$ cat config.mk
export PLATFORM = sky130hd
export DESIGN_NAME = integer_set_store_unit
export DESIGN_NICKNAME = d
export VERILOG_FILES = /design/src/rtl/core/isu_pkg.sv /design/src/rtl/core/isu_cell.sv /design/src/rtl/core/integer_set_store_unit.sv
export SDC_FILE = /design/constraint.sdc
export NUM_CORES = 2
export LEC_CHECK = 0
export ABC_AREA = 0
export BUFFER_PORTS_ARGS = -buffer_cell sky130_fd_sc_hd__buf_2
export CAP_MARGIN = 20
export CORE_UTILIZATION = 55
export DETAILED_ROUTE_END_ITERATION = 8
export GPL_TIMING_DRIVEN = 1
export PLACE_DENSITY = 0.77
export SETUP_SLACK_MARGIN = 0.1
export SLEW_MARGIN = 20
export SYNTH_ARGS = -nofsm -noshare
export SYNTH_HDL_FRONTEND = slang
export SYNTH_HIERARCHICAL = 1
export SYNTH_SLANG_ARGS = --single-unit
export TNS_END_PERCENT = 30
$ cat constraint.sdc
create_clock -name clk -period 6.45 [get_ports clk]
set_input_delay 1.29 -clock clk [delete_from_list [all_inputs] [get_ports clk]]
set_output_delay 1.29 -clock clk [all_outputs]
set_load 0.02 [all_outputs]
$ cat src/rtl/core/isu_pkg.sv
package isu_pkg;

  localparam int COUNT_W = 9;

  localparam logic [1:0] KIND_QUERY  = 2'd0;
  localparam logic [1:0] KIND_INSERT = 2'd1;
  localparam logic [1:0] KIND_DELETE = 2'd2;

  localparam logic [1:0] STATUS_DONE    = 2'd0;
  localparam logic [1:0] STATUS_PRESENT = 2'd1;
  localparam logic [1:0] STATUS_ABSENT  = 2'd2;
  localparam logic [1:0] STATUS_FULL    = 2'd3;

  typedef struct packed {
    logic [1:0]         kind;
    logic signed [31:0] value;
  } req_t;

  typedef struct packed {
    logic [1:0]         status;
    logic               present;
    logic [COUNT_W-1:0] count_greater;
    logic [COUNT_W-1:0] count_less;
    logic [COUNT_W-1:0] set_size;
  } rsp_t;

  typedef struct packed {
    logic               valid;
    logic signed [31:0] value;
  } entry_t;

endpackage

$ cat src/rtl/core/isu_cell.sv
module isu_cell (
  input  logic            clk,
  input  logic            rst,
  input  isu_pkg::entry_t d,
  output isu_pkg::entry_t q
);
  import isu_pkg::*;

  logic               valid;
  logic signed [31:0] value;

  always_ff @(posedge clk) begin
    if (rst) begin
      valid <= 1'b0;
    end else begin
      valid <= d.valid;
    end
  end

  always_ff @(posedge clk) begin
    value <= d.value;
  end

  assign q = '{valid: valid, value: value};

endmodule

$ cat src/rtl/core/integer_set_store_unit.sv
// Channel   Direction  Handshake            Payload
// request   in         req_valid/req_stall  req (kind, value)
// result    out        rsp_valid/rsp_stall  rsp (status, present, counts, set size)
//
// Entries circulate through a ring of CAPACITY cells, one position per cycle.
// A request scans the whole ring as it passes the ring tail, then posts the
// result from FINISH; an insert of an absent value into a set that is not full
// first waits in PLACE for a free cell to reach the tail. Requests are taken one
// at a time. Reset clears all cell valid bits and the size. The result register
// frees the request side while a result is stalled.
module integer_set_store_unit #(
  parameter int CAPACITY = 256
) (
  input  logic          clk,
  input  logic          rst,
  input  logic          req_valid,
  output logic          req_stall,
  input  isu_pkg::req_t req,
  output logic          rsp_valid,
  input  logic          rsp_stall,
  output isu_pkg::rsp_t rsp
);
  import isu_pkg::*;

  localparam int CW = $clog2(CAPACITY + 1);
  localparam int IW = $clog2(CAPACITY);
  localparam logic [CW-1:0] CAP_N = CW'(CAPACITY);
  localparam logic [IW-1:0] LAST_IDX = IW'(CAPACITY - 1);

  typedef enum logic [1:0] {IDLE, SCAN, PLACE, FINISH} state_t;

  state_t             state;
  logic [1:0]         kind;
  logic signed [31:0] key;
  logic [CW-1:0]      greater;
  logic [CW-1:0]      less;
  logic [CW-1:0]      n;
  logic               found;
  logic [IW-1:0]      idx;

  entry_t ring [CAPACITY];
  entry_t feed;
  entry_t tail;
  logic   is_gt;
  logic   is_lt;
  logic   is_eq;

  assign tail  = ring[CAPACITY-1];
  assign is_gt = tail.valid && (tail.value > key);
  assign is_lt = tail.valid && (tail.value < key);
  assign is_eq = tail.valid && (tail.value == key);

  always_comb begin
    feed = tail;
    if (state == SCAN && kind == KIND_DELETE && is_eq) begin
      feed.valid = 1'b0;
    end else if (state == PLACE && !tail.valid) begin
      feed = '{valid: 1'b1, value: key};
    end
  end

  for (genvar i = 0; i < CAPACITY; i++) begin : g_cell
    if (i == 0) begin : g_head
      isu_cell u_cell (.clk(clk), .rst(rst), .d(feed), .q(ring[0]));
    end else begin : g_body
      isu_cell u_cell (.clk(clk), .rst(rst), .d(ring[i-1]), .q(ring[i]));
    end
  end

  assign req_stall = (state != IDLE);

  always_ff @(posedge clk) begin
    if (rst) begin
      state     <= IDLE;
      n         <= '0;
      rsp_valid <= 1'b0;
    end else begin
      if (rsp_valid && !rsp_stall && state != FINISH) begin
        rsp_valid <= 1'b0;
      end
      case (state)
        IDLE: begin
          if (req_valid) begin
            kind    <= req.kind;
            key     <= req.value;
            greater <= '0;
            less    <= '0;
            found   <= 1'b0;
            idx     <= '0;
            state   <= SCAN;
          end
        end
        SCAN: begin
          greater <= greater + CW'(is_gt);
          less    <= less + CW'(is_lt);
          found   <= found | is_eq;
          idx     <= idx + 1'b1;
          if (idx == LAST_IDX) begin
            if (kind == KIND_INSERT && !(found || is_eq) && n != CAP_N) begin
              state <= PLACE;
            end else begin
              state <= FINISH;
            end
          end
        end
        PLACE: begin
          if (!tail.valid) begin
            state <= FINISH;
          end
        end
        FINISH: begin
          if (!rsp_valid || !rsp_stall) begin
            rsp.present       <= found;
            rsp.count_greater <= COUNT_W'(greater);
            rsp.count_less    <= COUNT_W'(less);
            case (kind)
              KIND_INSERT: begin
                if (found) begin
                  rsp.status   <= STATUS_PRESENT;
                  rsp.set_size <= COUNT_W'(n);
                end else if (n == CAP_N) begin
                  rsp.status   <= STATUS_FULL;
                  rsp.set_size <= COUNT_W'(n);
                end else begin
                  n            <= n + 1'b1;
                  rsp.status   <= STATUS_DONE;
                  rsp.set_size <= COUNT_W'(n + 1'b1);
                end
              end
              KIND_DELETE: begin
                if (!found) begin
                  rsp.status   <= STATUS_ABSENT;
                  rsp.set_size <= COUNT_W'(n);
                end else begin
                  n            <= n - 1'b1;
                  rsp.status   <= STATUS_DONE;
                  rsp.set_size <= COUNT_W'(n - 1'b1);
                end
              end
              default: begin
                rsp.status   <= STATUS_DONE;
                rsp.set_size <= COUNT_W'(n);
              end
            endcase
            rsp_valid <= 1'b1;
            state     <= IDLE;
          end
        end
        default: begin
          state <= IDLE;
        end
      endcase
    end
  end

endmodule

* Word level (Yosys, flattened, before mapping)
Cells that the tools add are included.
** Operators by class
- Add/sub/neg operators :: 5
- Order comparisons :: 2
- Equality and inequality tests :: 14
- Muxes and demuxes :: 26
- Bitwise logic cells :: 2
- Reductions and logical operators :: 25
** Operators with widths (number)
- 9-bit one-hot mux with 2 select lines :: 3
- 9-bit two-way mux :: 4
- 33-bit two-way mux :: 1
- 32-bit equality test :: 1
- 32-bit greater-than comparator :: 1
- 32-bit < comparator :: 1
- 32-bit two-way mux :: 1
- 9-bit by 1-bit adder with 9-bit output :: 2
- 8-bit one-hot mux with 2 select lines :: 1
- 2-bit two-way mux :: 7
- 1-bit logical AND :: 10
- 9-bit by 1-bit adder with 9-bit output, second input constant :: 1
- 9-bit equality test, second input constant :: 1
- 9-bit != test, second input constant :: 1
- 3-bit AND reduction :: 3
- 9-bit by 1-bit subtractor with 9-bit output, second input constant :: 1
- 8-bit by 1-bit adder with 8-bit output, second input constant :: 1
- 8-bit equality test, second input constant :: 1
- 8-bit two-way mux :: 1
- 2-bit != test, second input constant :: 4
- 2-bit one-hot mux with 4 select lines :: 1
- 2-bit equality test, second input constant :: 3
- 1-bit two-way mux :: 5
- 2-bit by 1-bit equality test with 1-bit output, second input constant :: 2
- other kinds (12) :: 17
** Word-level totals
- Register bits :: 8551
- Bits of input ports :: 38
- Output and inout bits :: 32
- Word-level logic and storage cells :: 600

* Longest topological paths before layout
- Depth after elaboration :: 9
- Gate-level depth with buffers :: 12
- Mapped depth without buffers :: 12

* Cells and area by module
Netlist, hierarchy kept.
** By module, submodules not included
- isu_cell :: times used 256, cells an instance 35, area each 681.9 um^2, sequential area each 660.6 um^2
- integer_set_store_unit :: times used 1, cells an instance 540, area each 5726.7 um^2, sequential area each 2972.9 um^2

* Worst setup path before layout
Ideal clock, no wire load.
- Kind :: input -> register
- Start point :: in rst
- End point :: reg key[0], enable pin
- Library setup time :: 0.467 ns
- Arrival :: 4.051 ns
- Required time :: 5.983 ns
- Setup slack :: 1.932 ns
- Cell stages on the path :: 3
- Path buffers :: 2
- Path through :: clkbuf_1 -> clkbuf_1 -> nor3_1
** On the way
- Cells in the longest elaborated chain, start to end :: 2
** RTL lines
- start, declared :: line integer_set_store_unit.sv:15 : input logic rst,
- 1-bit NOT (no source line)
- 3-bit AND reduction (no source line)
- end signal, assigned :: line integer_set_store_unit.sv:85 : key <= req.value;
- end, declared :: line integer_set_store_unit.sv:34 : logic signed [31:0] key;
No other way between the ends.
A chain may end at the register's enable or synchronous reset.

* Worst setup path after layout
- Start point :: reg key[23]
- End point :: reg less[8], data pin
** On the way
- Cells in the longest elaborated chain, start to end :: 4
** RTL lines
- 32-bit < comparator :: line integer_set_store_unit.sv:50 : assign is_lt = tail.valid && (tail.value < key);
- 1-bit logical AND :: line integer_set_store_unit.sv:50
- 9-bit by 1-bit adder with 9-bit output :: line integer_set_store_unit.sv:95 : less <= less + CW'(is_lt);
- 9-bit one-hot mux with 2 select lines :: line integer_set_store_unit.sv:81 : case (state)
- end signal, assigned :: line integer_set_store_unit.sv:95
- end, declared :: line integer_set_store_unit.sv:36 : logic [CW-1:0] less;
No other way between the ends.

==> results.toml <==
[critical_path]
timing.critical_path.fanout_max = 4
critical-path-max-stage-delay_ns = 0.60
worst_r2r_startpoint = "key[23]"
crit_path_top_cell_by_count = "sky130_fd_sc_hd__ha_1"
worst_setup_path_start_kind = "flip-flop"
worstPathBufferInverterCount = 1
critPathRequiredTime_ns = 7.24
crit_family = "simple AND/OR/NAND/NOR gates"
critPathSlowestCell = "sky130_fd_sc_hd__mux2i_1"
timing.rr.end = "less[8]"
critical_path.endpoint_type = "flip-flop"
timing_worst_setup_path_type = "reg -> reg"
cp_cell_sequence = "inv_1 -> ha_1 -> nand4_1 -> nor4_2 -> a221o_1 -> o31a_1 -> mux2i_1 -> ha_1 -> ha_1 -> nand3_1 -> or3_1 -> a21boi_0"
worst_r2r_path_depth = 12
reg2reg_setup_slack_ns = 2.40
arrival_ns = 4.83

[cts]
cts_tree = "built"
cts.clk_slew.worst_paths_ns = 0.07
ctsHoldBuffers = 0
cts_made_buffers = 711
postCtsSetupRepairBufs = 0
ctsHtreeMaxLevel = 6
clockRootBuffer = "sky130_fd_sc_hd__clkbuf_16"
clkLatencyLatePin_ns = 1.03
cts_repair_resize_count = 0
max-clock-path-buffers = 4
clock_sinks = 8551

[synthesis]
synth_cells = 9500
post_synthesis_instance_area_sq_mm = 0.180
synthesis.yosys.warnings = 6
netlist_top_cells_area = "sky130_fd_sc_hd__dfxtp_1 94%, sky130_fd_sc_hd__nor2b_4 2.0%, sky130_fd_sc_hd__edfxtp_1 1.5%, sky130_fd_sc_hd__buf_4 1.1%, sky130_fd_sc_hd__ha_1 0.31%"
synth.net_count = 9583
ys_seq_elements = 8551
synth_cell_types = 61
asyncSetResetFlopFracSynth = 0
synth-edff-count = 91
yosys.area.top_type = "sky130_fd_sc_hd__dfxtp_1"
syn_area_per_cell_sq_um = 19.0
synth_top_cell_area_share = 0.939
synth-main-ff-cell = "sky130_fd_sc_hd__dfxtp_1"
synth_seq_area_share = 0.955

[timing]
finalCritPeriodShare = 0.627
grt_setup_unrepaired = "false"
timing_max_transition_violations_final = 0
setup_tns_after_final_layout_ns = 0
setup_violations = 0
post_route_setup_slack_ns = 2.40
min_period_ns = 4.05
tightestPinTransition_ns = 1.03
report.final.hold_viol_count = 0
finalClockSkew_ns = 0.0746
fmaxAchievable_mhz = 247
max_slew_margin = 0.316

[routing]
totalWireLength_mm = 263
wl_per_cell_microns = 17.6
vias_per_cell = 4.15
drt_pass1_iterations = 8
dr_total_vias = 62000
route.antenna.remaining_nets = 0
drt-initial-drc-count = 3001
drc_errors = 0

[placement]
dpl_worst_slack_ns = 2.48
input_output_buffers = 69
dp_hpwl_mm = 104
gp_congestion = 0.763

[grt]
antenna_found_initial = 20
grt_overflow = 0
grt_start_max_net_pins = 79
grt_first_pass_wirelength_mm = 413
first_global_vias = 70200
grt_usage = 0.159

[worst_hold_path]
hold_path_class = "reg -> reg"
timing.hold.worst_path_depth = 0
worstHoldStart = "g_cell[93].g_body.u_cell/value[17]"
holdPathEnd = "g_cell[94].g_body.u_cell/value[17]"

[die]
die_width_microns = 575
fp-row-count = 209
core_sq_mm = 0.325
i_o_pin_count = 70
start_util = 0.555
overall_die_area_sq_mm = 0.330
fp.dieH_microns = 575

[status]
run_status = "finished, final reports clean"

[layout]
nets = 10100
mostFrequentLayoutCell = "sky130_fd_sc_hd__dfxtp_1"
syn_to_final_growth_pct = 15.6
drive_gt1_frac = 0.140
layout.filler_cells = 20100
multi_input_comb_area_sq_mm = 0.00600
final-seq-area_sq_mm = 0.172
layout_common_cells = "8,460 x sky130_fd_sc_hd__dfxtp_1, 725 x sky130_fd_sc_hd__clkbuf_16, 256 x sky130_fd_sc_hd__nor2b_4, 158 x sky130_fd_sc_hd__clkbuf_1, 155 x sky130_fd_sc_hd__clkbuf_8"

[power_and_ir_drop]
irDropWorstVdd_mv = 0.305
total_leakage_power_nw = 83.1
power.density_cell_area_mw_per_mm2 = 481
total_power_mw = 100

[job]
drv.max_cap_violation_count = 0
cells by family after synthesis:
group,Yosys count,share of synthesized area
AO/OA/AOI/OAI,126,0.00447
XOR/XNOR,15,0.000729
adder cells (fa/ha/maj),45,0.00312
buffers and inverters,332,0.0123
flip-flops,8551,0.955
multiplexers,5,0.000285
AND/OR/NAND/NOR,426,0.0245
layer usage:
metal  share of wire  global-route usage  vias up
met1            0.43               0.199    30000
met2            0.51               0.279     1008
met5        0.000084                   0        -
met3           0.034              0.0289      527
li1                -                   -    30400
met4           0.027              0.0544        4
how the worst max path moves through the flow:
stage | slack [ns] | startpoint | cells past startpoint | endpoint
final | 2.40 | key[23] | 12 | less[8]
after global routing | 2.20 | key[23] | 11 | less[5]
after CTS | 2.31 | key[23] | 11 | less[7]
after detailed placement | 2.48 | key[23] | 12 | less[8]
after global placement | 2.48 | key[23] | 12 | less[8]
after floorplan | 1.93 | rst | 3 | key[0]
synthesized netlist by cell type (4+ instances only):
cell and n:
sky130_fd_sc_hd__clkbuf_1 14, sky130_fd_sc_hd__inv_1 53, sky130_fd_sc_hd__xor2_1 4, sky130_fd_sc_hd__o21ai_0 46, sky130_fd_sc_hd__mux2i_1 4, sky130_fd_sc_hd__buf_2 6
sky130_fd_sc_hd__nand3_1 20, sky130_fd_sc_hd__a21boi_0 7, sky130_fd_sc_hd__nand4_1 6, sky130_fd_sc_hd__buf_4 256, sky130_fd_sc_hd__nor2_1 19, sky130_fd_sc_hd__dfxtp_1 8460
sky130_fd_sc_hd__ha_1 45, sky130_fd_sc_hd__xnor2_1 11, sky130_fd_sc_hd__o22ai_1 4, sky130_fd_sc_hd__or3_1 10, sky130_fd_sc_hd__nor2b_4 256, sky130_fd_sc_hd__a21oi_1 21
sky130_fd_sc_hd__and2_1 20, sky130_fd_sc_hd__a211oi_1 7, sky130_fd_sc_hd__nor3_1 7, sky130_fd_sc_hd__a221o_1 4, sky130_fd_sc_hd__nand2_1 62, sky130_fd_sc_hd__edfxtp_1 91
sky130_fd_sc_hd__o31ai_1 4
stage by stage:
stage          std cells  utilization  hold slack, ns  instance area (sq um)
2_1_floorplan       9500            -           0.310                 180000
3_3_place_gp       13600        0.567           0.310                 184000
3_5_place_dp       13600        0.567           0.312                 184000
4_1_cts            14900        0.641           0.248                 208000
5_1_grt            14900        0.641           0.264                 208000
6_report           14900        0.641           0.265                 208000
area by class of cell:
cell class,instances,area share
inverters,54,0.000972
well taps,4325,0.0260
clock buffers,1038,0.100
repair buffers,78,0.00215
diodes,7,0.0000840
flip-flops and latches,8551,0.826
multi-input cells,617,0.0288
clock inverters,256,0.0162
power breakdown:
group,total (mW),switching [mW],internal (mW),leakage (nW)
sequential,55.5,0.726,54.8,69.0
combinational,0.647,0.466,0.181,2.10
clock,44.1,19.2,24.9,11.9
total,100,20.4,79.9,83.1
state kept, by name, summed over array words and instances (netlist names), 8 cells and up:
signal                      count
key                            32
greater                         9
g_cell.g_head.u_cell/value     32
rsp                            30
g_cell.g_body.u_cell/value   8160
n                               9
idx                             8
g_cell.g_body.u_cell/valid    255
less                            9
Power figures use the tool's default switching activity.
